## src/hw/rtl/isa_bus_target_interface_assert.svh

```systemverilog
// Assertion macros shared by the ISA bus target RTL.
`ifndef ISA_BUS_TARGET_INTERFACE_ASSERT_SVH
`define ISA_BUS_TARGET_INTERFACE_ASSERT_SVH

`ifndef SYNTH

// Same-cycle implication, checked outside reset.
`define IBTI_ASSERT_IMPL(label, clk, rst_n, ante, cons) \
    label: assert property (@(posedge clk) disable iff (!rst_n) (ante) |-> (cons)) \
        else $error("isa bus target: same-cycle check failed");

// Next-cycle implication, checked outside reset.
`define IBTI_ASSERT_NEXT(label, clk, rst_n, ante, cons) \
    label: assert property (@(posedge clk) disable iff (!rst_n) (ante) |=> (cons)) \
        else $error("isa bus target: next-cycle check failed");

`else

`define IBTI_ASSERT_IMPL(label, clk, rst_n, ante, cons)
`define IBTI_ASSERT_NEXT(label, clk, rst_n, ante, cons)

`endif

`endif

```

## src/hw/rtl/ibti_pkg.sv

```systemverilog
// Types, codes and constants of the ISA bus target.
package ibti_pkg;

    localparam int ADDR_W            = 20;
    localparam int PORT_W            = 16;
    localparam int DMA_CHANNEL_COUNT = 3;
    localparam logic [2:0] OWNABLE_MASK = 3'((1 << DMA_CHANNEL_COUNT) - 1);

    // Input item kinds.
    localparam logic [1:0] ACT_SAMPLE = 2'd0;
    localparam logic [1:0] ACT_START  = 2'd1;
    localparam logic [1:0] ACT_STOP   = 2'd2;

    // Register indexes, taken from paddr[4:2].
    localparam logic [2:0] REG_DMA_MASK   = 3'd0;
    localparam logic [2:0] REG_IO_BASE    = 3'd1;
    localparam logic [2:0] REG_IO_COUNT   = 3'd2;
    localparam logic [2:0] REG_MMIO_BASE  = 3'd3;
    localparam logic [2:0] REG_MMIO_SIZE  = 3'd4;

    // Event flag bits.
    localparam int EV_IO_WRITE   = 0;
    localparam int EV_IO_READ    = 1;
    localparam int EV_MMIO_WRITE = 2;
    localparam int EV_MMIO_READ  = 3;
    localparam int EV_DMA_READ   = 4;
    localparam int EV_DMA_DONE   = 5;

    // Pending flag bits.
    localparam int PEND_IOW  = 0;
    localparam int PEND_IOR  = 1;
    localparam int PEND_MEMW = 2;
    localparam int PEND_DACK = 3;

    // Strobe bits, active low.
    localparam int STB_IOR  = 0;
    localparam int STB_IOW  = 1;
    localparam int STB_MEMR = 2;
    localparam int STB_MEMW = 3;

    typedef struct packed {
        logic [2:0]  dma_channel_mask;
        logic [15:0] io_port_base;
        logic [10:0] io_port_count;
        logic [19:0] mmio_base;
        logic [20:0] mmio_size;
    } cfg_t;

    typedef struct packed {
        logic [1:0]        action;
        logic [ADDR_W-1:0] address;
        logic [7:0]        data_in;
        logic [3:0]        strobes_n;
        logic [2:0]        dack_n;
        logic              terminal_count;
        logic [1:0]        dma_channel;
        logic [7:0]        core_read_data;
    } in_item_t;

    // Packed so that the first field sits in the highest bits.
    typedef struct packed {
        logic [2:0]        drq;
        logic [1:0]        event_channel;
        logic [7:0]        event_data;
        logic [ADDR_W-1:0] event_address;
        logic [5:0]        event_flags;
        logic [7:0]        sd_data;
        logic              sd_drive;
    } result_t;

endpackage

```

## src/hw/rtl/isa_bus_target_interface.sv

```systemverilog
// Top level of the 8-bit ISA bus target: stream ports, input and result registers.
//
//  channel   | handshake                      | beat contents
//  ----------+--------------------------------+----------------------------------
//  s_axis    | s_axis_tvalid / s_axis_tready  | one bus sample or DMA start/stop
//  m_axis    | m_axis_tvalid / m_axis_tready  | one result per input beat
//  apb       | psel, penable, pwrite, pready  | five configuration registers
//
// One input beat gives one result beat via the input and result registers; a new
// beat is accepted every cycle while the output side is ready. The rate is set by
// the input register feeding one pass of decode logic into the result register.
// Reset (rst_n low, asynchronous) clears both stages, bus history and registers.
// A stalled output holds its result while the input register still takes one
// more beat; after that s_axis_tready drops until the output is taken.
`include "isa_bus_target_interface_assert.svh"

module isa_bus_target_interface
(
    input  logic        clk,
    input  logic        rst_n,
    input  logic        s_axis_tvalid,
    output logic        s_axis_tready,
    // tdata, from bit 0: address[19:0], data_in[27:20], strobes_n[31:28],
    // dack_n[34:32], terminal_count[35], dma_channel[37:36],
    // core_read_data[45:38], zero fill[47:46].
    input  logic [47:0] s_axis_tdata,
    // tuser, from bit 0: action[1:0].
    input  logic [1:0]  s_axis_tuser,
    output logic        m_axis_tvalid,
    input  logic        m_axis_tready,
    // tdata, from bit 0: sd_drive[0], sd_data[8:1], event_flags[14:9],
    // event_address[34:15], event_data[42:35], event_channel[44:43], drq[47:45].
    output logic [47:0] m_axis_tdata,
    input  logic        psel,
    input  logic        penable,
    input  logic        pwrite,
    input  logic [4:0]  paddr,
    input  logic [31:0] pwdata,
    output logic [31:0] prdata,
    output logic        pready
);

    logic                in_valid_reg, in_valid_next;
    ibti_pkg::in_item_t  in_item_reg;
    logic                out_valid_reg, out_valid_next;
    ibti_pkg::result_t   out_data_reg;
    ibti_pkg::result_t   result;
    ibti_pkg::cfg_t      cfg;
    logic                in_accept;
    logic                advance;

    assign pready = 1'b1;

    ibti_cfg_regs u_cfg_regs
    (
        .clk     (clk),
        .rst_n   (rst_n),
        .psel    (psel),
        .penable (penable),
        .pwrite  (pwrite),
        .paddr   (paddr),
        .pwdata  (pwdata),
        .prdata  (prdata),
        .cfg     (cfg)
    );

    ibti_core u_core
    (
        .clk    (clk),
        .rst_n  (rst_n),
        .en     (advance),
        .item   (in_item_reg),
        .cfg    (cfg),
        .result (result)
    );

    assign advance       = in_valid_reg && (!out_valid_reg || m_axis_tready);
    assign s_axis_tready = !in_valid_reg || advance;
    assign in_accept     = s_axis_tvalid && s_axis_tready;

    assign in_valid_next  = in_accept ? 1'b1 : (advance ? 1'b0 : in_valid_reg);
    assign out_valid_next = advance ? 1'b1 : (m_axis_tready ? 1'b0 : out_valid_reg);

    always_ff @(posedge clk or negedge rst_n)
    begin
        if (!rst_n)
        begin
            in_valid_reg  <= 1'b0;
            out_valid_reg <= 1'b0;
        end
        else
        begin
            in_valid_reg  <= in_valid_next;
            out_valid_reg <= out_valid_next;
        end
    end

    always_ff @(posedge clk)
    begin
        if (in_accept)
        begin
            in_item_reg.action         <= s_axis_tuser;
            in_item_reg.address        <= s_axis_tdata[19:0];
            in_item_reg.data_in        <= s_axis_tdata[27:20];
            in_item_reg.strobes_n      <= s_axis_tdata[31:28];
            in_item_reg.dack_n         <= s_axis_tdata[34:32];
            in_item_reg.terminal_count <= s_axis_tdata[35];
            in_item_reg.dma_channel    <= s_axis_tdata[37:36];
            in_item_reg.core_read_data <= s_axis_tdata[45:38];
        end
        if (advance)
        begin
            out_data_reg <= result;
        end
    end

    assign m_axis_tvalid = out_valid_reg;
    assign m_axis_tdata  = out_data_reg;

    `IBTI_ASSERT_NEXT(a_advance_lands, clk, rst_n, advance, out_valid_reg)
    `IBTI_ASSERT_NEXT(a_held_item_kept, clk, rst_n, in_valid_reg && !advance, in_valid_reg)
    `IBTI_ASSERT_IMPL(a_ready_when_out_free, clk, rst_n, !out_valid_reg, s_axis_tready)

endmodule

```

## src/hw/rtl/ibti_cfg_regs.sv

```systemverilog
// APB configuration registers of the ISA bus target.
module ibti_cfg_regs
(
    input  logic                clk,
    input  logic                rst_n,
    input  logic                psel,
    input  logic                penable,
    input  logic                pwrite,
    input  logic [4:0]          paddr,
    input  logic [31:0]         pwdata,
    output logic [31:0]         prdata,
    output ibti_pkg::cfg_t      cfg
);

    ibti_pkg::cfg_t cfg_reg;
    logic           wr_en;
    logic [2:0]     reg_idx;

    assign wr_en   = psel && penable && pwrite;
    assign reg_idx = paddr[4:2];
    assign cfg     = cfg_reg;

    always_ff @(posedge clk or negedge rst_n)
    begin
        if (!rst_n)
        begin
            cfg_reg <= '0;
        end
        else if (wr_en)
        begin
            unique case (reg_idx)
                ibti_pkg::REG_DMA_MASK:  cfg_reg.dma_channel_mask <= pwdata[2:0];
                ibti_pkg::REG_IO_BASE:   cfg_reg.io_port_base     <= pwdata[15:0];
                ibti_pkg::REG_IO_COUNT:  cfg_reg.io_port_count    <= pwdata[10:0];
                ibti_pkg::REG_MMIO_BASE: cfg_reg.mmio_base        <= pwdata[19:0];
                ibti_pkg::REG_MMIO_SIZE: cfg_reg.mmio_size        <= pwdata[20:0];
                default:
                begin
                end
            endcase
        end
    end

    always_comb
    begin
        unique case (reg_idx)
            ibti_pkg::REG_DMA_MASK:  prdata = {29'd0, cfg_reg.dma_channel_mask};
            ibti_pkg::REG_IO_BASE:   prdata = {16'd0, cfg_reg.io_port_base};
            ibti_pkg::REG_IO_COUNT:  prdata = {21'd0, cfg_reg.io_port_count};
            ibti_pkg::REG_MMIO_BASE: prdata = {12'd0, cfg_reg.mmio_base};
            ibti_pkg::REG_MMIO_SIZE: prdata = {11'd0, cfg_reg.mmio_size};
            default:                 prdata = 32'd0;
        endcase
    end

endmodule

```

## src/hw/rtl/ibti_core.sv

```systemverilog
// Bus state, edge detection, window decode and DMA control for one sample a cycle while en is high.
`include "isa_bus_target_interface_assert.svh"

module ibti_core
(
    input  logic                 clk,
    input  logic                 rst_n,
    input  logic                 en,
    input  ibti_pkg::in_item_t   item,
    input  ibti_pkg::cfg_t       cfg,
    output ibti_pkg::result_t    result
);

    logic [3:0] strobe_prev_reg, strobe_prev_next;
    logic [2:0] dack_prev_reg, dack_prev_next;
    logic       tc_prev_reg, tc_prev_next;
    logic [3:0] pending_reg, pending_next;
    logic       bus_driven_reg, bus_driven_next;
    logic [7:0] latched_byte_reg, latched_byte_next;
    logic [7:0] sd_byte_reg, sd_byte_next;
    logic [1:0] active_channel_reg, active_channel_next;
    logic       block_seen_reg, block_seen_next;
    logic [2:0] drq_levels_reg, drq_levels_next;

    logic [2:0]  owned;
    logic [2:0]  dack_low;
    logic [15:0] port;
    logic [15:0] port_off;
    logic [19:0] mmio_off;
    logic        port_hit;
    logic        mmio_hit;
    logic        ior_low, iow_low, memr_low, memw_low;
    logic        ior_prev_low, iow_prev_low, memr_prev_low;
    logic        dma_at_entry;
    logic [5:0]  flags;
    logic [19:0] ev_addr;
    logic [7:0]  ev_data;
    logic [1:0]  ev_chan;
    logic        addr_set, chan_set;

    function automatic logic [2:0] chan_onehot(input logic [1:0] ch);
        case (ch)
            2'd1:    chan_onehot = 3'b001;
            2'd2:    chan_onehot = 3'b010;
            2'd3:    chan_onehot = 3'b100;
            default: chan_onehot = 3'b000;
        endcase
    endfunction

    assign owned    = cfg.dma_channel_mask & ibti_pkg::OWNABLE_MASK;
    assign dack_low = owned & ~item.dack_n;
    assign port     = item.address[15:0];
    assign port_off = port - cfg.io_port_base;
    assign mmio_off = item.address - cfg.mmio_base;
    assign port_hit = (port >= cfg.io_port_base)
                   && ({1'b0, port_off} < {6'd0, cfg.io_port_count});
    assign mmio_hit = (item.address >= cfg.mmio_base)
                   && ({1'b0, mmio_off} < cfg.mmio_size);

    assign ior_low       = !item.strobes_n[ibti_pkg::STB_IOR];
    assign iow_low       = !item.strobes_n[ibti_pkg::STB_IOW];
    assign memr_low      = !item.strobes_n[ibti_pkg::STB_MEMR];
    assign memw_low      = !item.strobes_n[ibti_pkg::STB_MEMW];
    assign ior_prev_low  = !strobe_prev_reg[ibti_pkg::STB_IOR];
    assign iow_prev_low  = !strobe_prev_reg[ibti_pkg::STB_IOW];
    assign memr_prev_low = !strobe_prev_reg[ibti_pkg::STB_MEMR];
    assign dma_at_entry  = active_channel_reg != 2'd0;

    // The block is written in the order the bus events are resolved; later
    // assignments override earlier ones within the same sample.
    always_comb
    begin
        strobe_prev_next    = strobe_prev_reg;
        dack_prev_next      = dack_prev_reg;
        tc_prev_next        = tc_prev_reg;
        pending_next        = pending_reg;
        bus_driven_next     = bus_driven_reg;
        latched_byte_next   = latched_byte_reg;
        sd_byte_next        = sd_byte_reg;
        active_channel_next = active_channel_reg;
        block_seen_next     = block_seen_reg;
        drq_levels_next     = drq_levels_reg;
        flags    = '0;
        ev_addr  = '0;
        ev_data  = '0;
        ev_chan  = '0;
        addr_set = 1'b0;
        chan_set = 1'b0;

        case (item.action) inside
            ibti_pkg::ACT_START, ibti_pkg::ACT_STOP:
            begin
                if ((owned & chan_onehot(item.dma_channel)) != 3'b000)
                begin
                    if (item.action == ibti_pkg::ACT_START)
                    begin
                        active_channel_next = item.dma_channel;
                        drq_levels_next     = drq_levels_reg | chan_onehot(item.dma_channel);
                    end
                    else
                    begin
                        active_channel_next = 2'd0;
                        drq_levels_next     = drq_levels_reg & ~chan_onehot(item.dma_channel);
                    end
                end
            end
            ibti_pkg::ACT_SAMPLE:
            begin
                // Single-mode DMA read served one sample after DACK fell.
                if (pending_reg[ibti_pkg::PEND_DACK])
                begin
                    pending_next[ibti_pkg::PEND_DACK] = 1'b0;
                    bus_driven_next = 1'b1;
                    sd_byte_next    = item.core_read_data;
                    flags[ibti_pkg::EV_DMA_READ] = 1'b1;
                    ev_chan         = active_channel_reg;
                    chan_set        = 1'b1;
                    block_seen_next = 1'b0;
                end
                for (int i = 0; i < 3; i++)
                begin
                    if (dack_low[i] && dack_prev_reg[i] && active_channel_reg == 2'(i + 1))
                    begin
                        pending_next[ibti_pkg::PEND_DACK] = 1'b1;
                    end
                    if (!dack_low[i] && !dack_prev_reg[i])
                    begin
                        bus_driven_next = 1'b0;
                        sd_byte_next    = 8'd0;
                    end
                end
                dack_prev_next = ~dack_low;

                // Block mode: every IOR falling edge after the first is a read.
                if (dma_at_entry && ior_low && !ior_prev_low
                    && (dack_low & chan_onehot(active_channel_reg)) != 3'b000)
                begin
                    if (block_seen_reg)
                    begin
                        bus_driven_next = 1'b1;
                        sd_byte_next    = item.core_read_data;
                        flags[ibti_pkg::EV_DMA_READ] = 1'b1;
                        if (!chan_set)
                        begin
                            ev_chan  = active_channel_reg;
                            chan_set = 1'b1;
                        end
                    end
                    block_seen_next = 1'b1;
                end

                if (item.terminal_count && !tc_prev_reg && dma_at_entry)
                begin
                    active_channel_next = 2'd0;
                    drq_levels_next = drq_levels_next & ~chan_onehot(active_channel_reg);
                    flags[ibti_pkg::EV_DMA_DONE] = 1'b1;
                    if (!chan_set)
                    begin
                        ev_chan  = active_channel_reg;
                        chan_set = 1'b1;
                    end
                end
                tc_prev_next = item.terminal_count;

                if (!dma_at_entry)
                begin
                    if (pending_reg[ibti_pkg::PEND_IOW])
                    begin
                        if (port_hit)
                        begin
                            flags[ibti_pkg::EV_IO_WRITE] = 1'b1;
                            ev_addr  = {4'd0, port};
                            addr_set = 1'b1;
                            ev_data  = item.data_in;
                        end
                        pending_next[ibti_pkg::PEND_IOW] = 1'b0;
                    end
                    else if (iow_low && !iow_prev_low)
                    begin
                        pending_next[ibti_pkg::PEND_IOW] = 1'b1;
                    end

                    if (pending_reg[ibti_pkg::PEND_IOR])
                    begin
                        if (dack_low == 3'b000 && port_hit)
                        begin
                            latched_byte_next = item.core_read_data;
                            bus_driven_next   = 1'b1;
                            sd_byte_next      = item.core_read_data;
                            flags[ibti_pkg::EV_IO_READ] = 1'b1;
                            if (!addr_set)
                            begin
                                ev_addr  = {4'd0, port};
                                addr_set = 1'b1;
                            end
                        end
                        pending_next[ibti_pkg::PEND_IOR] = 1'b0;
                    end
                    else if (ior_low && !ior_prev_low)
                    begin
                        pending_next[ibti_pkg::PEND_IOR] = 1'b1;
                    end
                    else if (active_channel_next == 2'd0)
                    begin
                        // Hold the latched byte while IOR stays low, release after.
                        if (ior_low && bus_driven_next)
                        begin
                            sd_byte_next = latched_byte_next;
                        end
                        else if (!ior_low && bus_driven_next)
                        begin
                            bus_driven_next = 1'b0;
                            sd_byte_next    = 8'd0;
                        end
                    end

                    if (pending_reg[ibti_pkg::PEND_MEMW])
                    begin
                        if (mmio_hit)
                        begin
                            flags[ibti_pkg::EV_MMIO_WRITE] = 1'b1;
                            if (!addr_set)
                            begin
                                ev_addr  = item.address;
                                addr_set = 1'b1;
                            end
                            if (!flags[ibti_pkg::EV_IO_WRITE])
                            begin
                                ev_data = item.data_in;
                            end
                        end
                        pending_next[ibti_pkg::PEND_MEMW] = 1'b0;
                    end
                    else if (memw_low && !strobe_prev_reg[ibti_pkg::STB_MEMW] == 1'b0
                             && mmio_hit)
                    begin
                        pending_next[ibti_pkg::PEND_MEMW] = 1'b1;
                    end

                    if (memr_low)
                    begin
                        if (mmio_hit)
                        begin
                            bus_driven_next = 1'b1;
                            sd_byte_next    = item.core_read_data;
                            flags[ibti_pkg::EV_MMIO_READ] = 1'b1;
                            if (!addr_set)
                            begin
                                ev_addr  = item.address;
                                addr_set = 1'b1;
                            end
                        end
                    end
                    else if (memr_prev_low)
                    begin
                        bus_driven_next = 1'b0;
                        sd_byte_next    = 8'd0;
                    end
                    strobe_prev_next = item.strobes_n;
                end
                else
                begin
                    // During DMA only the IOR and IOW history moves.
                    strobe_prev_next = {strobe_prev_reg[3:2], item.strobes_n[1:0]};
                end
            end
            default:
            begin
            end
        endcase
    end

    always_comb
    begin
        result.sd_drive      = bus_driven_next;
        result.sd_data       = bus_driven_next ? sd_byte_next : 8'd0;
        result.event_flags   = flags;
        result.event_address = ev_addr;
        result.event_data    = ev_data;
        result.event_channel = ev_chan;
        result.drq           = drq_levels_next;
    end

    always_ff @(posedge clk or negedge rst_n)
    begin
        if (!rst_n)
        begin
            strobe_prev_reg    <= 4'hF;
            dack_prev_reg      <= 3'h7;
            tc_prev_reg        <= 1'b0;
            pending_reg        <= '0;
            bus_driven_reg     <= 1'b0;
            latched_byte_reg   <= '0;
            sd_byte_reg        <= '0;
            active_channel_reg <= '0;
            block_seen_reg     <= 1'b0;
            drq_levels_reg     <= '0;
        end
        else if (en)
        begin
            strobe_prev_reg    <= strobe_prev_next;
            dack_prev_reg      <= dack_prev_next;
            tc_prev_reg        <= tc_prev_next;
            pending_reg        <= pending_next;
            bus_driven_reg     <= bus_driven_next;
            latched_byte_reg   <= latched_byte_next;
            sd_byte_reg        <= sd_byte_next;
            active_channel_reg <= active_channel_next;
            block_seen_reg     <= block_seen_next;
            drq_levels_reg     <= drq_levels_next;
        end
    end

    `IBTI_ASSERT_IMPL(a_active_has_drq, clk, rst_n, active_channel_reg != 2'd0, (drq_levels_reg & chan_onehot(active_channel_reg)) != 3'b000)
    `IBTI_ASSERT_IMPL(a_released_is_zero, clk, rst_n, !bus_driven_reg, sd_byte_reg == 8'd0)
    `IBTI_ASSERT_NEXT(a_state_holds, clk, rst_n, !en, $stable(drq_levels_reg) && $stable(active_channel_reg) && $stable(pending_reg))

endmodule

```

## config.mk

```make
export PLATFORM = sky130hd
export DESIGN_NAME = isa_bus_target_interface
export DESIGN_NICKNAME = d
export VERILOG_FILES = /design/src/hw/rtl/ibti_pkg.sv /design/src/hw/rtl/isa_bus_target_interface.sv /design/src/hw/rtl/ibti_cfg_regs.sv /design/src/hw/rtl/ibti_core.sv
export VERILOG_INCLUDE_DIRS = /design/src /design/src/hw/rtl
export SDC_FILE = /design/constraint.sdc
export NUM_CORES = 1
export LEC_CHECK = 0
export ABC_AREA = 1
export BUFFER_PORTS_ARGS = -buffer_cell sky130_fd_sc_hd__buf_2
export CAP_MARGIN = 20
export CORE_ASPECT_RATIO = 0.6
export CORE_MARGIN = 5
export CORE_UTILIZATION = 35
export CTS_BUF_LIST = sky130_fd_sc_hd__clkbuf_4 sky130_fd_sc_hd__clkbuf_8
export CTS_CLUSTER_DIAMETER = 40
export CTS_CLUSTER_SIZE = 28
export DETAILED_ROUTE_END_ITERATION = 7
export SLEW_MARGIN = 20
export SYNTH_ARGS = -nofsm -noshare
export SYNTH_HDL_FRONTEND = slang
export SYNTH_SLANG_ARGS = --single-unit
export TNS_END_PERCENT = 10
```

## constraint.sdc

```tcl
create_clock -name clk -period 5.8 [get_ports clk]
set_input_delay 0.87 -clock clk [delete_from_list [all_inputs] [get_ports clk]]
set_output_delay 0.87 -clock clk [all_outputs]
set_load 0.02 [all_outputs]
```

==> results.py <==
metrics = {
    "floorplan": {
        "std_cell_rows": 51,
        "dieArea_sq_mm": 0.0371,
        "io_pins": 177,
        "start_util": 0.357,
        "chipWidth_um": 245,
        "dieHeight_um": 151,
        "core-area_sq_mm": 0.0326,
    },
    "place": {
        "gp_congestion": 0.946,
        "io_buffers": 149,
        "dp_hpwl_mm": 27.9,
    },
    "yosys": {
        "synth_flop_cell": "dfrtp_1",
        "synth_seq_cells": 204,
        "synth_edf_count": 96,
        "synth_cell_type_count": 55,
        "yosys-top-cells-area": "edfxtp_1 25%, dfrtp_1 22%, nand2_1 11%, ha_1 7.2%, inv_1 7.1%",
        "yosysTopAreaCellShare": 0.248,
        "synth.largest_area_cell": "edfxtp_1",
        "syn_area_per_cell_sq_um": 8.51,
        "async_reset_ff_frac": 0.529,
        "mappedNetlistArea_sq_mm": 0.0116,
        "ys_seq_area_frac": 0.481,
        "synth_cells": 1367,
        "ys_warn_count": 0,
    },
    "global_routing": {
        "grtUsageMet1": 0.306,
        "grt_pass1_wl_mm": 55.6,
        "use_met3": 0.0427,
        "grt_max_degree": 60,
        "grt_busiest_layer": "met1",
        "grt.total_usage": 0.193,
        "antenna_found_initial": 3,
        "gr-total-overflow": 0,
        "grt_use_met2": 0.262,
        "grt_pass1_vias": 9469,
    },
    "routing": {
        "post_drt_wl_per_cell_um": 18.0,
        "wirelength_mm": 36.1,
        "drc_errors": 0,
        "final_antenna_net_count": 0,
        "first_iter_violations": 932,
        "drt_pass1_iterations": 5,
        "vias_per_cell": 4.92,
        "vias": 9837,
    },
    "clock_network": {
        "cts_tree": "done",
        "cts_resized": 0,
        "ctsHtreeMaxLevel": 1,
        "postCtsSetupBuffers": 0,
        "numClockSinks": 204,
        "cts_buffers": 30,
        "holdBufCountCts": 0,
        "cts.clk_slew.worst_paths_ns": 0.09,
        "clockRootBuffer": "clkbuf_8",
        "clockBufferDepth": 3,
        "insertion_delay_ns": 0.61,
    },
    "timing": {
        "fin_setup_tns_ns": 0,
        "slew_viol_final": 0,
        "hold_viol": 0,
        "rsz0062_at_grt": "false",
        "max_slew_margin": 0.381,
        "setup_viol": 0,
        "min_period_over_period": 0.915,
        "period_needed_ns": 5.31,
        "worst_pin_slew_ns": 0.927,
        "fmax_mhz": 188,
        "finClkSkew_ns": 0.0341,
    },
    "setup_path": {
        "start_kind": "register",
        "cp-end-kind": "register",
        "cp.arrival_ns": 5.70,
        "path_class": "reg -> reg",
        "cp_common_cell": "nand2_1",
        "crit_slowest_cell": "edfxtp_1",
        "max_stage_delay_ns": 0.57,
        "crit_required_ns": 6.19,
        "critPathMaxFanout": 9,
    },
    "finish": {
        "final_nets": 1687,
        "largest_reg_flops": 71,
        "fillers": 3305,
        "drive_gt1_frac": 0.177,
        "area_growth_pct": 16.1,
    },
    "power_and_ir_drop": {
        "powerDensity_mw_per_mm2": 385,
        "p_leak_uw": 0.00666,
        "ir_drop_mv": 0.147,
        "total_power_uw": 5210,
    },
    "min_path": {
        "min_path_type": "in -> async",
    },
    "flow_run": {
        "maxCapViolCount": 0,
    },
    "status": {
        "status": "completed",
    },
}
power by group:
part / switching, uW / internal, uW
Clock: 705 / 610
Combinational: 1260 / 621
Sequential: 191 / 1820
Total: 2160 / 3050
cell usage after synthesis (all sizes together), types with 2 or more instances:
library cell / number
nand2: 346
inv: 231
o21ai: 119
dfrtp: 101
edfxtp: 96
a21oi: 76
nand3: 73
nor2: 70
ha: 67
clkbuf: 27
xor2: 24
nor3: 19
buf: 18
o22ai: 15
nand4: 11
o211ai: 9
o221ai: 9
a221o: 8
dfstp: 7
a31oi: 5
o21bai: 4
nor4: 3
xnor2: 3
a221oi: 2
and2: 2
and3: 2
clkinv: 2
conb: 2
fa: 2
nand3b: 2
o211a: 2
o21a: 2
placed cells by master, fill, tap and decap left out, types with 59 or more instances in the layout:
cell / n
nand2_1: 334
inv_1: 218
buf_2: 148
o21ai_0: 113
dfrtp_1: 101
edfxtp_1: 96
a21oi_1: 72
nor2_1: 67
ha_1: 67
nand3_1: 59
worst max-delay path, delay by kind of cell (launching register included):
kind | cells | cell delay (ns)
AO/OA/AOI/OAI | 6 | 1.42
XOR/XNOR | 1 | 0.19
adder cells (fa/ha/maj) | 2 | 0.64
buffers and inverters | 1 | 0.05
flip-flops | 1 | 0.57
AND/OR/NAND/NOR | 18 | 2.23
through the flow:
stage	utilization	std cells	setup WS, ns	instance area [sq um]	hold WS, ns
final	0.414	1999	0.495	13500	0.338
after global routing	0.414	1999	0.0596	13500	0.394
after CTS	0.414	1998	0.588	13500	0.333
after detailed placement	0.393	1942	0.637	12800	0.470
after global placement	0.393	1942	0.725	12800	0.461
after floorplan	-	1377	1.74	11700	0.445
area by class of cell:
class	count	area, sq um	area share
Antenna cell	1	2.50	0.000185
Clock buffer	33	442	0.0327
Clock inverter	23	241	0.0179
Inverter	233	875	0.0648
Multi-Input combinational cell	895	4960	0.367
Sequential cell	204	5590	0.414
Tap cell	450	563	0.0417
Timing Repair Buffer	160	831	0.0615
cell families (layout without fill, tap and decap cells):
group,count (synthesis),in the layout,share of synthesized area
fa+ha+maj,69,69,0.0755
simple gates,529,529,0.197
buf+inv,278,449,0.0973
flops,204,204,0.481
compound gates,258,258,0.129
xor+xnor,27,27,0.0203
other cells,2,13,0.000646
per-layer routing:
layer  vias to the layer above  share of wire  routed length (um)
li1                       4817              -                   -
met1                      4571           0.50               18100
met2                       387           0.38               13800
met3                        58          0.089                3220
met4                         4          0.026                 949
met5                         -        0.00053                  19
path summary, 6_finish.rpt:
path | slack [ns] | start | end | cells past startpoint
max in group asynchronous | 4.21 | rst_n | u_core.sd_byte_reg[4] | 2
min in group clk | 0.43 | s_axis_tdata[14] | in_item_reg[40] | 1
setup / recovery | 0.49 | in_item_reg[27] | m_axis_tdata[1] | 28
setup reg to reg | 0.49 | in_item_reg[27] | m_axis_tdata[1] | 28
hold reg to reg | 0.48 | u_core.strobe_prev_reg[1] | u_core.strobe_prev_reg[1] | 2
hold / removal | 0.34 | rst_n | u_cfg_regs.cfg[69] | 1
No activity file was read; power rests on OpenSTA's default activity.
